[config.mk]
export PLATFORM = sky130hd
export DESIGN_NAME = quadrature_count_and_speed_top
export DESIGN_NICKNAME = d
export VERILOG_FILES = /design/src/qcs_pkg.sv /design/src/quadrature_count_and_speed_top.sv /design/src/qcs_div.sv /design/src/qcs_dp.sv /design/src/qcs_ctrl.sv
export SDC_FILE = /design/constraint.sdc
export NUM_CORES = 1
export LEC_CHECK = 0
export ABC_AREA = 1
export BUFFER_PORTS_ARGS = -buffer_cell sky130_fd_sc_hd__buf_2
export CAP_MARGIN = 10
export CORE_ASPECT_RATIO = 0.6
export CORE_UTILIZATION = 56
export DETAILED_ROUTE_END_ITERATION = 8
export HOLD_SLACK_MARGIN = 0.05
export PLACE_DENSITY = 0.77
export SKIP_CTS_REPAIR_TIMING = 1
export SLEW_MARGIN = 20
export SYNTH_ARGS = -nofsm -noshare
export SYNTH_HDL_FRONTEND = slang
export SYNTH_SLANG_ARGS = --single-unit
[constraint.sdc]
create_clock -name clk_i -period 7.51 [get_ports clk_i]
set_input_delay 0.3755 -clock clk_i [delete_from_list [all_inputs] [get_ports clk_i]]
set_output_delay 0.3755 -clock clk_i [all_outputs]
set_load 0.05 [all_outputs]
[src/qcs_pkg.sv]
// ----------------------------------------------------------------------------
// qcs_pkg
// Shared types and constants of the quadrature count and speed block.
// ----------------------------------------------------------------------------
`timescale 1ns / 1ps

package qcs_pkg;

  // default parameter values
  localparam int QCS_NUM_WHEELS  = 2;
  localparam int QCS_SPEED_SCALE = 1000;

  localparam int MS_PER_SEC = 1000;
  localparam int CFG_W      = 16;

  localparam logic [CFG_W-1:0] PERIOD_RST = 16'd10;
  localparam logic [CFG_W-1:0] CPR_RST    = 16'd500;

  // register index, taken from paddr[2]
  localparam logic REG_PERIOD = 1'b0;
  localparam logic REG_CPR    = 1'b1;

  typedef enum logic [1:0] {
    MODE_EDGE   = 2'd0,
    MODE_SAMPLE = 2'd1,
    MODE_CLEAR  = 2'd2,
    MODE_READ   = 2'd3
  } qcs_mode_e;

  typedef struct packed {
    logic edge_upd;
    logic clear_all;
    logic cap_read;
    logic cap_sample;
    logic mul1;
    logic ld1;
    logic sat1;
    logic mul2;
    logic ld2;
    logic sat2;
    logic push;
  } qcs_cmd_t;

  typedef struct packed {
    logic div_done;
  } qcs_sts_t;

endpackage

[src/quadrature_count_and_speed_top.sv]
// ----------------------------------------------------------------------------
// quadrature_count_and_speed_top
// Two-wheel quadrature counter with speed sampling and APB configuration.
// ----------------------------------------------------------------------------
// Each accepted item is one of four requests. Edge events and clear-all
// change only the wheel counts and give no result. A count read captures the
// count and then pushes it into the output register once that is free. A
// speed sample runs a multiply and a 16-bit divisor division twice on one
// shared divider that retires one quotient bit per cycle over a
// 32 + clog2(max(1000, SPEED_SCALE) + 1) bit dividend (42 at the default scale).
// One item is in work at a time; the next one is taken while a finished
// result still waits in the output register. Wheels at or above NUM_WHEELS
// are ignored. A divisor register written as zero acts as one.
// ----------------------------------------------------------------------------
`timescale 1ns / 1ps

module quadrature_count_and_speed_top import qcs_pkg::*; #(
  parameter int NUM_WHEELS  = QCS_NUM_WHEELS,
  parameter int SPEED_SCALE = QCS_SPEED_SCALE
) (
  input  logic               clk_i,
  input  logic               rst_ni,
  input  logic               psel,
  input  logic               penable,
  input  logic               pwrite,
  input  logic [2:0]         paddr,
  input  logic [31:0]        pwdata,
  output logic [31:0]        prdata,
  output logic               pready,
  input  logic               in_valid_i,
  output logic               in_stall_o,
  input  logic [1:0]         mode_i,
  input  logic               wheel_i,
  input  logic               a_edge_i,
  input  logic               b_edge_i,
  input  logic               a_level_i,
  input  logic               b_level_i,
  output logic               out_valid_o,
  input  logic               out_stall_i,
  output logic               wheel_out_o,
  output logic signed [31:0] count_o,
  output logic signed [31:0] delta_o,
  output logic signed [31:0] pulses_per_sec_o,
  output logic signed [31:0] rev_rate_milli_o
);

  logic [CFG_W-1:0] period_q;
  logic [CFG_W-1:0] cpr_q;
  logic [CFG_W-1:0] period_eff;
  logic [CFG_W-1:0] cpr_eff;
  logic             wr_en;
  qcs_cmd_t         cmd;
  qcs_sts_t         sts;

  assign pready = 1'b1;
  assign wr_en  = psel && penable && pwrite && pready;

  always_ff @(posedge clk_i or negedge rst_ni) begin
    if (!rst_ni) begin
      period_q <= PERIOD_RST;
      cpr_q    <= CPR_RST;
    end else if (wr_en) begin
      unique case (paddr[2])
        REG_PERIOD: period_q <= pwdata[CFG_W-1:0];
        REG_CPR:    cpr_q    <= pwdata[CFG_W-1:0];
        default: ;
      endcase
    end
  end

  always_comb begin
    unique case (paddr[2])
      REG_PERIOD: prdata = 32'(period_q);
      REG_CPR:    prdata = 32'(cpr_q);
      default:    prdata = '0;
    endcase
  end

  // zero divisor acts as one
  assign period_eff = (period_q == '0) ? CFG_W'(1) : period_q;
  assign cpr_eff    = (cpr_q == '0) ? CFG_W'(1) : cpr_q;

  qcs_ctrl #(
    .NUM_WHEELS (NUM_WHEELS)
  ) u_ctrl (
    .clk_i       (clk_i),
    .rst_ni      (rst_ni),
    .in_valid_i  (in_valid_i),
    .mode_i      (qcs_mode_e'(mode_i)),
    .wheel_i     (wheel_i),
    .in_stall_o  (in_stall_o),
    .out_valid_o (out_valid_o),
    .out_stall_i (out_stall_i),
    .cmd_o       (cmd),
    .sts_i       (sts)
  );

  qcs_dp #(
    .NUM_WHEELS  (NUM_WHEELS),
    .SPEED_SCALE (SPEED_SCALE)
  ) u_dp (
    .clk_i            (clk_i),
    .rst_ni           (rst_ni),
    .cmd_i            (cmd),
    .sts_o            (sts),
    .wheel_i          (wheel_i),
    .a_edge_i         (a_edge_i),
    .b_edge_i         (b_edge_i),
    .a_level_i        (a_level_i),
    .b_level_i        (b_level_i),
    .period_i         (period_eff),
    .cpr_i            (cpr_eff),
    .wheel_out_o      (wheel_out_o),
    .count_o          (count_o),
    .delta_o          (delta_o),
    .pulses_per_sec_o (pulses_per_sec_o),
    .rev_rate_milli_o (rev_rate_milli_o)
  );

endmodule

[src/qcs_div.sv]
// ----------------------------------------------------------------------------
// qcs_div
// Unsigned restoring divider, one quotient bit per cycle.
// ----------------------------------------------------------------------------
`timescale 1ns / 1ps

module qcs_div import qcs_pkg::*; #(
  parameter int DIVD_W = 42,
  parameter int DIVS_W = CFG_W
) (
  input  logic              clk_i,
  input  logic              rst_ni,
  input  logic              start_i,
  input  logic [DIVD_W-1:0] dividend_i,
  input  logic [DIVS_W-1:0] divisor_i,
  output logic              done_o,
  output logic [DIVD_W-1:0] quo_o
);

  localparam int CNT_W = $clog2(DIVD_W + 1);

  logic [DIVS_W-1:0] rem_q, rem_d;
  logic [DIVD_W-1:0] quo_q, quo_d;
  logic [DIVS_W-1:0] dvs_q;
  logic [CNT_W-1:0]  cnt_q, cnt_d;
  logic              busy_q, busy_d;
  logic              done_q, done_d;
  logic [DIVS_W:0]   trial;
  logic              ge;

  assign trial = {rem_q, quo_q[DIVD_W-1]};
  assign ge    = trial >= {1'b0, dvs_q};

  always_comb begin
    rem_d  = rem_q;
    quo_d  = quo_q;
    cnt_d  = cnt_q;
    busy_d = busy_q;
    done_d = 1'b0;
    if (start_i) begin
      rem_d  = '0;
      quo_d  = dividend_i;
      cnt_d  = CNT_W'(DIVD_W);
      busy_d = 1'b1;
    end else if (busy_q) begin
      rem_d = ge ? DIVS_W'(trial - {1'b0, dvs_q}) : DIVS_W'(trial);
      quo_d = {quo_q[DIVD_W-2:0], ge};
      cnt_d = cnt_q - CNT_W'(1);
      if (cnt_q == CNT_W'(1)) begin
        busy_d = 1'b0;
        done_d = 1'b1;
      end
    end
  end

  always_ff @(posedge clk_i or negedge rst_ni) begin
    if (!rst_ni) begin
      cnt_q  <= '0;
      busy_q <= 1'b0;
      done_q <= 1'b0;
    end else begin
      cnt_q  <= cnt_d;
      busy_q <= busy_d;
      done_q <= done_d;
    end
  end

  always_ff @(posedge clk_i) begin
    rem_q <= rem_d;
    quo_q <= quo_d;
    if (start_i) begin
      dvs_q <= divisor_i;
    end
  end

  assign done_o = done_q;
  assign quo_o  = quo_q;

  a_start_idle: assert property (@(posedge clk_i) disable iff (!rst_ni)
    start_i |-> !busy_q)
    else $error("divider started while busy");

  a_done_after_busy: assert property (@(posedge clk_i) disable iff (!rst_ni)
    done_q |-> $past(busy_q) && !busy_q)
    else $error("divider done without a run");

endmodule

[src/qcs_dp.sv]
// ----------------------------------------------------------------------------
// qcs_dp
// Datapath: wheel counts, speed arithmetic and the output register.
// ----------------------------------------------------------------------------
`timescale 1ns / 1ps

module qcs_dp import qcs_pkg::*; #(
  parameter int NUM_WHEELS  = QCS_NUM_WHEELS,
  parameter int SPEED_SCALE = QCS_SPEED_SCALE
) (
  input  logic              clk_i,
  input  logic              rst_ni,
  input  qcs_cmd_t          cmd_i,
  output qcs_sts_t          sts_o,
  input  logic              wheel_i,
  input  logic              a_edge_i,
  input  logic              b_edge_i,
  input  logic              a_level_i,
  input  logic              b_level_i,
  input  logic [CFG_W-1:0]  period_i,
  input  logic [CFG_W-1:0]  cpr_i,
  output logic              wheel_out_o,
  output logic signed [31:0] count_o,
  output logic signed [31:0] delta_o,
  output logic signed [31:0] pulses_per_sec_o,
  output logic signed [31:0] rev_rate_milli_o
);

  localparam int WIDX       = (NUM_WHEELS > 1) ? $clog2(NUM_WHEELS) : 1;
  localparam int FACTOR_MAX = (SPEED_SCALE > MS_PER_SEC) ? SPEED_SCALE : MS_PER_SEC;
  localparam int PROD_W     = 32 + $clog2(FACTOR_MAX + 1);

  localparam logic [PROD_W-1:0] POS_LIM = PROD_W'(32'h7FFF_FFFF);
  localparam logic [PROD_W-1:0] NEG_LIM = PROD_W'(32'h8000_0000);

  logic [31:0]       pos_q [NUM_WHEELS];
  logic [31:0]       smp_q [NUM_WHEELS];
  logic [WIDX-1:0]   widx;
  logic [31:0]       pos_sel;
  logic [31:0]       step_a, step_b;
  logic [31:0]       pos_step;
  logic [31:0]       dlt;

  logic              wheel_q;
  logic [31:0]       cnt_q;
  logic [31:0]       delta_q;
  logic              neg_q;
  logic [31:0]       mag_q;
  logic [PROD_W-1:0] prod_q;
  logic [31:0]       pps_q;
  logic [31:0]       rev_q;

  logic              div_start;
  logic [CFG_W-1:0]  div_dvs;
  logic [PROD_W-1:0] quo;
  logic [31:0]       sat_m;
  logic [31:0]       sat_v;

  function automatic logic [31:0] sat_mag(input logic neg, input logic [PROD_W-1:0] q);
    logic [PROD_W-1:0] lim;
    lim = neg ? NEG_LIM : POS_LIM;
    if (q > lim) begin
      return lim[31:0];
    end
    return q[31:0];
  endfunction

  assign widx    = WIDX'(wheel_i);
  assign pos_sel = pos_q[widx];

  // a edge: up when b high; b edge: down when a high
  assign step_a   = a_edge_i ? (b_level_i ? 32'd1 : 32'hFFFF_FFFF) : 32'd0;
  assign step_b   = b_edge_i ? (a_level_i ? 32'hFFFF_FFFF : 32'd1) : 32'd0;
  assign pos_step = pos_sel + step_a + step_b;
  assign dlt      = pos_sel - smp_q[widx];

  always_ff @(posedge clk_i or negedge rst_ni) begin
    if (!rst_ni) begin
      for (int i = 0; i < NUM_WHEELS; i++) begin
        pos_q[i] <= '0;
        smp_q[i] <= '0;
      end
    end else if (cmd_i.clear_all) begin
      for (int i = 0; i < NUM_WHEELS; i++) begin
        pos_q[i] <= '0;
        smp_q[i] <= '0;
      end
    end else begin
      if (cmd_i.edge_upd) begin
        pos_q[widx] <= pos_step;
      end
      if (cmd_i.cap_sample) begin
        smp_q[widx] <= pos_sel;
      end
    end
  end

  assign sat_m = sat_mag(neg_q, quo);
  assign sat_v = neg_q ? (~sat_m + 32'd1) : sat_m;

  always_ff @(posedge clk_i) begin
    if (cmd_i.cap_read || cmd_i.cap_sample) begin
      wheel_q <= wheel_i;
      cnt_q   <= pos_sel;
    end
    if (cmd_i.cap_read) begin
      delta_q <= '0;
      pps_q   <= '0;
      rev_q   <= '0;
    end
    if (cmd_i.cap_sample) begin
      delta_q <= dlt;
      neg_q   <= dlt[31];
      mag_q   <= dlt[31] ? (~dlt + 32'd1) : dlt;
    end
    if (cmd_i.mul1) begin
      prod_q <= PROD_W'(mag_q) * PROD_W'(MS_PER_SEC);
    end
    if (cmd_i.sat1) begin
      mag_q <= sat_m;
      pps_q <= sat_v;
    end
    if (cmd_i.mul2) begin
      prod_q <= PROD_W'(mag_q) * PROD_W'(SPEED_SCALE);
    end
    if (cmd_i.sat2) begin
      rev_q <= sat_v;
    end
    if (cmd_i.push) begin
      wheel_out_o      <= wheel_q;
      count_o          <= cnt_q;
      delta_o          <= delta_q;
      pulses_per_sec_o <= pps_q;
      rev_rate_milli_o <= rev_q;
    end
  end

  assign div_start = cmd_i.ld1 || cmd_i.ld2;
  assign div_dvs   = cmd_i.ld1 ? period_i : cpr_i;

  qcs_div #(
    .DIVD_W (PROD_W),
    .DIVS_W (CFG_W)
  ) u_div (
    .clk_i      (clk_i),
    .rst_ni     (rst_ni),
    .start_i    (div_start),
    .dividend_i (prod_q),
    .divisor_i  (div_dvs),
    .done_o     (sts_o.div_done),
    .quo_o      (quo)
  );

endmodule

[src/qcs_ctrl.sv]
// ----------------------------------------------------------------------------
// qcs_ctrl
// Controller: item intake, speed calculation sequence and output handshake.
// ----------------------------------------------------------------------------
`timescale 1ns / 1ps

module qcs_ctrl import qcs_pkg::*; #(
  parameter int NUM_WHEELS = QCS_NUM_WHEELS
) (
  input  logic      clk_i,
  input  logic      rst_ni,
  input  logic      in_valid_i,
  input  qcs_mode_e mode_i,
  input  logic      wheel_i,
  output logic      in_stall_o,
  output logic      out_valid_o,
  input  logic      out_stall_i,
  output qcs_cmd_t  cmd_o,
  input  qcs_sts_t  sts_i
);

  typedef enum logic [9:0] {
    S_IDLE = 10'b00_0000_0001,
    S_MUL1 = 10'b00_0000_0010,
    S_LD1  = 10'b00_0000_0100,
    S_DIV1 = 10'b00_0000_1000,
    S_SAT1 = 10'b00_0001_0000,
    S_MUL2 = 10'b00_0010_0000,
    S_LD2  = 10'b00_0100_0000,
    S_DIV2 = 10'b00_1000_0000,
    S_SAT2 = 10'b01_0000_0000,
    S_PUSH = 10'b10_0000_0000
  } qcs_state_e;

  qcs_state_e state_q, state_d;
  logic       out_valid_q, out_valid_d;
  logic       wheel_ok;
  logic       out_free;

  assign wheel_ok = 32'(wheel_i) < 32'(NUM_WHEELS);
  assign out_free = !out_valid_q || !out_stall_i;

  always_comb begin
    state_d = state_q;
    cmd_o   = '0;
    unique case (state_q)
      S_IDLE: begin
        if (in_valid_i) begin
          unique case (mode_i)
            MODE_EDGE: begin
              cmd_o.edge_upd = wheel_ok;
            end
            MODE_CLEAR: begin
              cmd_o.clear_all = 1'b1;
            end
            MODE_SAMPLE: begin
              if (wheel_ok) begin
                cmd_o.cap_sample = 1'b1;
                state_d          = S_MUL1;
              end
            end
            MODE_READ: begin
              if (wheel_ok) begin
                cmd_o.cap_read = 1'b1;
                state_d        = S_PUSH;
              end
            end
            default: ;
          endcase
        end
      end
      S_MUL1: begin
        cmd_o.mul1 = 1'b1;
        state_d    = S_LD1;
      end
      S_LD1: begin
        cmd_o.ld1 = 1'b1;
        state_d   = S_DIV1;
      end
      S_DIV1: begin
        if (sts_i.div_done) begin
          state_d = S_SAT1;
        end
      end
      S_SAT1: begin
        cmd_o.sat1 = 1'b1;
        state_d    = S_MUL2;
      end
      S_MUL2: begin
        cmd_o.mul2 = 1'b1;
        state_d    = S_LD2;
      end
      S_LD2: begin
        cmd_o.ld2 = 1'b1;
        state_d   = S_DIV2;
      end
      S_DIV2: begin
        if (sts_i.div_done) begin
          state_d = S_SAT2;
        end
      end
      S_SAT2: begin
        cmd_o.sat2 = 1'b1;
        state_d    = S_PUSH;
      end
      S_PUSH: begin
        // wait for the output register to free up
        if (out_free) begin
          cmd_o.push = 1'b1;
          state_d    = S_IDLE;
        end
      end
      default: begin
        state_d = S_IDLE;
      end
    endcase
  end

  always_comb begin
    out_valid_d = out_valid_q;
    if (cmd_o.push) begin
      out_valid_d = 1'b1;
    end else if (!out_stall_i) begin
      out_valid_d = 1'b0;
    end
  end

  always_ff @(posedge clk_i or negedge rst_ni) begin
    if (!rst_ni) begin
      state_q     <= S_IDLE;
      out_valid_q <= 1'b0;
    end else begin
      state_q     <= state_d;
      out_valid_q <= out_valid_d;
    end
  end

  assign in_stall_o  = state_q != S_IDLE;
  assign out_valid_o = out_valid_q;

  a_valid_from_push: assert property (@(posedge clk_i) disable iff (!rst_ni)
    $rose(out_valid_q) |-> $past(state_q == S_PUSH))
    else $error("result shown without a push");

  a_done_in_div: assert property (@(posedge clk_i) disable iff (!rst_ni)
    sts_i.div_done |-> (state_q == S_DIV1 || state_q == S_DIV2))
    else $error("divider done outside a divide state");

  a_push_waits: assert property (@(posedge clk_i) disable iff (!rst_ni)
    (state_q == S_PUSH && out_valid_q && out_stall_i) |=> state_q == S_PUSH)
    else $error("result pushed over a stalled item");

endmodule
# Word level (Yosys, flattened, before mapping)
# Cells that the tools add are included.
# Widths: inputs -> output; s select.
# classes
addsub	7
multipliers	1
magnitude_cmp	4
eq_ne	21
muxes	69
bitwise_logic	4
n_reduce_logical	22
# ops
op	count
$mux 32	22
$mux 64	4
$mux 42	4
$bwmux 64	2
$pmux 10 s10	1
$add 32x1->32 const B	2
$add 32x32->32	2
$mux 16	4
$not 32->32	2
$pmux 32 s2	1
$gt 42x42->1	1
$mux 10	4
$mul 32x7->39 const B	1
$demux 32 s1	1
$logic_not 16->1	2
$sub 32x32->32	1
$mux 1	21
$pmux 10 s2	1
$ge 17x16->1	1
$reduce_bool 2->1	8
$sub 16x16->16	1
$mux 6	2
$eq 10x1->1 const B	1
$eq 10x10->1 const B	1
27 further kinds	38
# word_totals
reg_bits	583
in_bits	49
output_inout_bits	164
word_cells	156

# Logic depth before layout (Yosys ltp)
# logic_depth
depth_word	10
mapped_depth	31
depth_no_buf	29

# Hierarchy
# Synthesis repeated with hierarchy kept, for this count alone.
# hier_totals
hier_cells	4099
hier_area_um2	36626.4
# by_module_without_submodules
mod	n_inst	cells_per_inst	area_each_um2	seq_area_each_um2
qcs_dp	1	3184	29404.5	13112.6
qcs_div	1	549	4519.3	2262.2
quadrature_count_and_speed_top	1	257	1980.6	810.8
qcs_ctrl	1	109	721.9	276.5

# Worst setup path before layout
# No wires, ideal clock.
# synth_path
kind	reg-to-reg
startpoint	reg u_ctrl.state_q[3]
endpoint	reg u_dp.count_o[0] (enable)
setup_ps	619
t_arrival_ps	6499
t_required_ps	6891
slack_ps	392
stages_incl_launch_ff	8
n_path_buf	0
synth_period_minus_slack_ps	7118
path_cell_list	dfrtp_1 nor2_1 inv_1 nor2_1 inv_1 nor2_1 nand3_1 nor2_1
# synth_rtl
item	line_no	rtl
from (decl)	qcs_ctrl.sv:35	qcs_state_e state_q, state_d;
from (signal assigned)	qcs_ctrl.sv:133	state_q <= state_d;
to (signal assigned)	qcs_dp.sv:131	count_o <= cnt_q;
to (decl)	qcs_dp.sv:23	output logic signed [31:0] count_o,

# Worst setup path in the final report
# layout_path
startpoint	reg u_dp.mag_q[0]
endpoint	reg u_dp.prod_q[33], data pin
# layout_via
elab_chain_len	3
# layout_lines
item	line_no	rtl
from (decl)	qcs_dp.sv:48	logic [31:0] mag_q;
from (signal assigned)	qcs_dp.sv:114	mag_q <= dlt[31] ? (~dlt + 32'd1) : dlt;
from (signal assigned)	qcs_dp.sv:120	mag_q <= sat_m;
$mul 32x7->39 *	qcs_dp.sv:117, qcs_dp.sv:124	
$mux 42	qcs_dp.sv:116	if (cmd_i.mul1) begin
$mux 42 *	qcs_dp.sv:123	if (cmd_i.mul2) begin
to (signal assigned)	qcs_dp.sv:117	prod_q <= PROD_W'(mag_q) * PROD_W'(MS_PER_SEC);
to (signal assigned)	qcs_dp.sv:124	prod_q <= PROD_W'(mag_q) * PROD_W'(SPEED_SCALE);
to (decl)	qcs_dp.sv:49	logic [PROD_W-1:0] prod_q;
# Every way passes the cells marked *; elsewhere a longest branch is shown, timed or not. The select of a mux whose other input is x is not followed.
# A chain may end at the register's enable or synchronous reset.

==> metrics.cfg <==
[global_routing]
grt_pass1_vias=25500
grt_max_degree=86
antenna_found_initial=3
grt_pass1_wl_mm=140
grtUsageTotal=0.277
overflow=0

[critical_path]
worst_path_largest_cell_delay_ns=0.56
crit_arrival_ns=5.66
crit_chain=fa_1 > fa_1 > inv_1 > fa_1 > fa_1 > inv_1 > ha_1 > nand2_1 > inv_1 > a21oi_1 > o21ai_0 > a21oi_1 > o21ai_0 > a21boi_0 > o21ai_0 > nand3_1 > nand2_1 > xor2_1
critPathMostFrequentCell=fa_1
end_kind=register
critPathRequiredTime_ns=7.90
startpoint_type=register
critPathKind=register to register
path_max_fanout=5
cp_slowest_cell=fa_1

[synth]
synth_area_um2=35700
synth_common_cells=945 x nand2_1, 626 x inv_1, 388 x edfxtp_1, 342 x nor2_1, 281 x o21ai_0
syn_inst=3975
synth-seq-cells=583
ys_seq_area_frac=0.461
synthArstFlopShare=0.307
synth_cell_types=59
synth_edf_count=388
yosysWarnings=0
syn_avg_cell_area_um2=8.98
synth.most_common_cell=nand2_1
synth_top_area_share=0.327
ys.flop_type=edfxtp_1
synth_top_area_cell=edfxtp_1
synth_area_leaders=edfxtp_1 33%, dfrtp_1 12%, nand2_1 9.9%, fa_1 8.5%, ha_1 7.0%

[hold_path]
hold_path.class=primary input to register

[layout]
fillers=5294
area_growth_pct=10.6
finalInstanceArea_um2=39400
final_core_util=0.628
antenna_cells=0
fin_nets=4550
drive_gt1_frac=0.0837
stdcell_count=5034

[clock_tree]
cts_tree=done
path_clk_slew_ns=0.08
clock-sinks=583
clock_latency_ns=0.64
numCtsBuffers=53
cts-root-buf=clkbuf_16
h-tree-depth=2
max-clock-path-buffers=3

[routing]
first_pass_iters=7
wirelength_mm=89.0
final_antenna_net_count=0
wire_per_inst_um=17.7
drc=0
vias=27600
via_per_inst=5.47
drt-initial-drc-count=2942

[die]
die_h_um=198
rows=71
ios=213
die-area_um2=64800
die_w_um=328
core_um2=62800
start_util=0.568

[placed_design]
gp_congestion=0.942
placed_cell_area_um2=37400
post-dp-hpwl_mm=66.8
io_buffers=177
place_inst=4917

[timing]
finalCriticalPeriod_ns=5.27
fin_crit_sh=0.702
finalClockSkew_ns=0.0321
finalSetupViolations=0
max_freq_ghz=0.190
slew_headroom=0.248
hold_viol_final=0
rsz0062_at_grt=no
tns_ns=0
slew_violations=0
tightest_slew_ns=1.13

[flow_run]
maxCapViolCount=0

[outcome]
outcome=finished clean

cells by family after synthesis:
kind of cell             synth area share
AO/OA/AOI/OAI                      0.0930
XOR/XNOR                           0.0272
adder cells (fa/ha/maj)             0.155
buffers and inverters              0.0817
flip-flops                          0.461
other                            0.000210
AND/OR/NAND/NOR                     0.181
layout by cell type (no fill, tap or decap), drive strengths merged, types with 21 or more instances in the layout:
master,n
o22ai,59
nor3,37
nand4,48
nand3,159
o21ai,301
buf,203
dfrtp,170
clkinv,21
inv,634
clkbuf,65
fa,152
nand2,962
nor2,349
xor2,65
xnor2,44
edfxtp,388
a21oi,154
ha,199
flip-flops by register name (all words and copies together) (netlist names), 32 cells and up:
signal / flops
u_dp.pos_q: 64
u_dp.smp_q: 64
u_dp.u_div.quo_o: 42
u_dp.prod_q: 39
u_dp.cnt_q: 32
u_dp.count_o: 32
u_dp.delta_o: 32
u_dp.delta_q: 32
u_dp.mag_q: 32
u_dp.pps_q: 32
u_dp.pulses_per_sec_o: 32
u_dp.rev_q: 32
u_dp.rev_rate_milli_o: 32
final timing paths:
kind	startpoint	to	slack, ns	cells past startpoint
max in group asynchronous	rst_ni	u_dp.smp_q[29]$_DFFE_PN0P_	5.79	3
max	u_dp.mag_q[0]$_DFFE_PP_	u_dp.prod_q[33]$_DFFE_PP_	2.24	18
min in group asynchronous	rst_ni	u_ctrl.state_q[7]$_DFFE_PN0P_	0.36	2
min	pwdata[14]	cpr_q[14]$_DFFE_PN0P_	0.009	3
min reg2reg	u_dp.delta_q[5]$_SDFFCE_PN0P_	u_dp.delta_o[5]$_DFFE_PP_	0.41	0
max reg2reg	u_dp.mag_q[0]$_DFFE_PP_	u_dp.prod_q[33]$_DFFE_PP_	2.24	18
metrics by stage:
| stage | setup WS [ns] | hold slack (ns) |
|---|---|---|
| after floorplan | 0.392 | 0.0799 |
| after global placement | 2.38 | 0.402 |
| after detailed placement | 2.30 | 0.405 |
| after CTS | 2.28 | -0.190 |
| after global routing | 1.93 | 0.0502 |
| final | 2.24 | 0.00861 |
routing by layer:
metal  global-route usage  vias to the layer above  routed length [µm]
met4               0.0573                        0                1730
met3               0.0782                      108                9730
li1                     -                    13300                   -
met2                0.375                     1070               34800
met5                    0                        -                   0
met1                0.435                    13100               42700
cell type report:
class | instances | area (µm²) | share of cell area
clock inverter | 35 | 473 | 0.0120
sequential | 583 | 16500 | 0.417
tap | 839 | 1050 | 0.0266
clock buffer | 65 | 1400 | 0.0356
timing repair buffer | 220 | 1260 | 0.0319
inverter | 634 | 2380 | 0.0603
multi-input combinational | 2658 | 16400 | 0.416
worst max-delay path: cells and delay by family, from the launching register on:
| kind | cells | cell delay [ns] |
|---|---|---|
| DFF | 1 | 0.51 |
| AOI/OAI and AO/OA | 6 | 1.51 |
| xor gates and xnor gates | 1 | 0.14 |
| and+or+nand+nor | 3 | 0.26 |
| adders and majority gates | 5 | 2.43 |
| buffers and inverters | 3 | 0.15 |
Power is not shown: default switching activity piles up to over one toggle a cycle in this logic, so the estimate is an artifact.
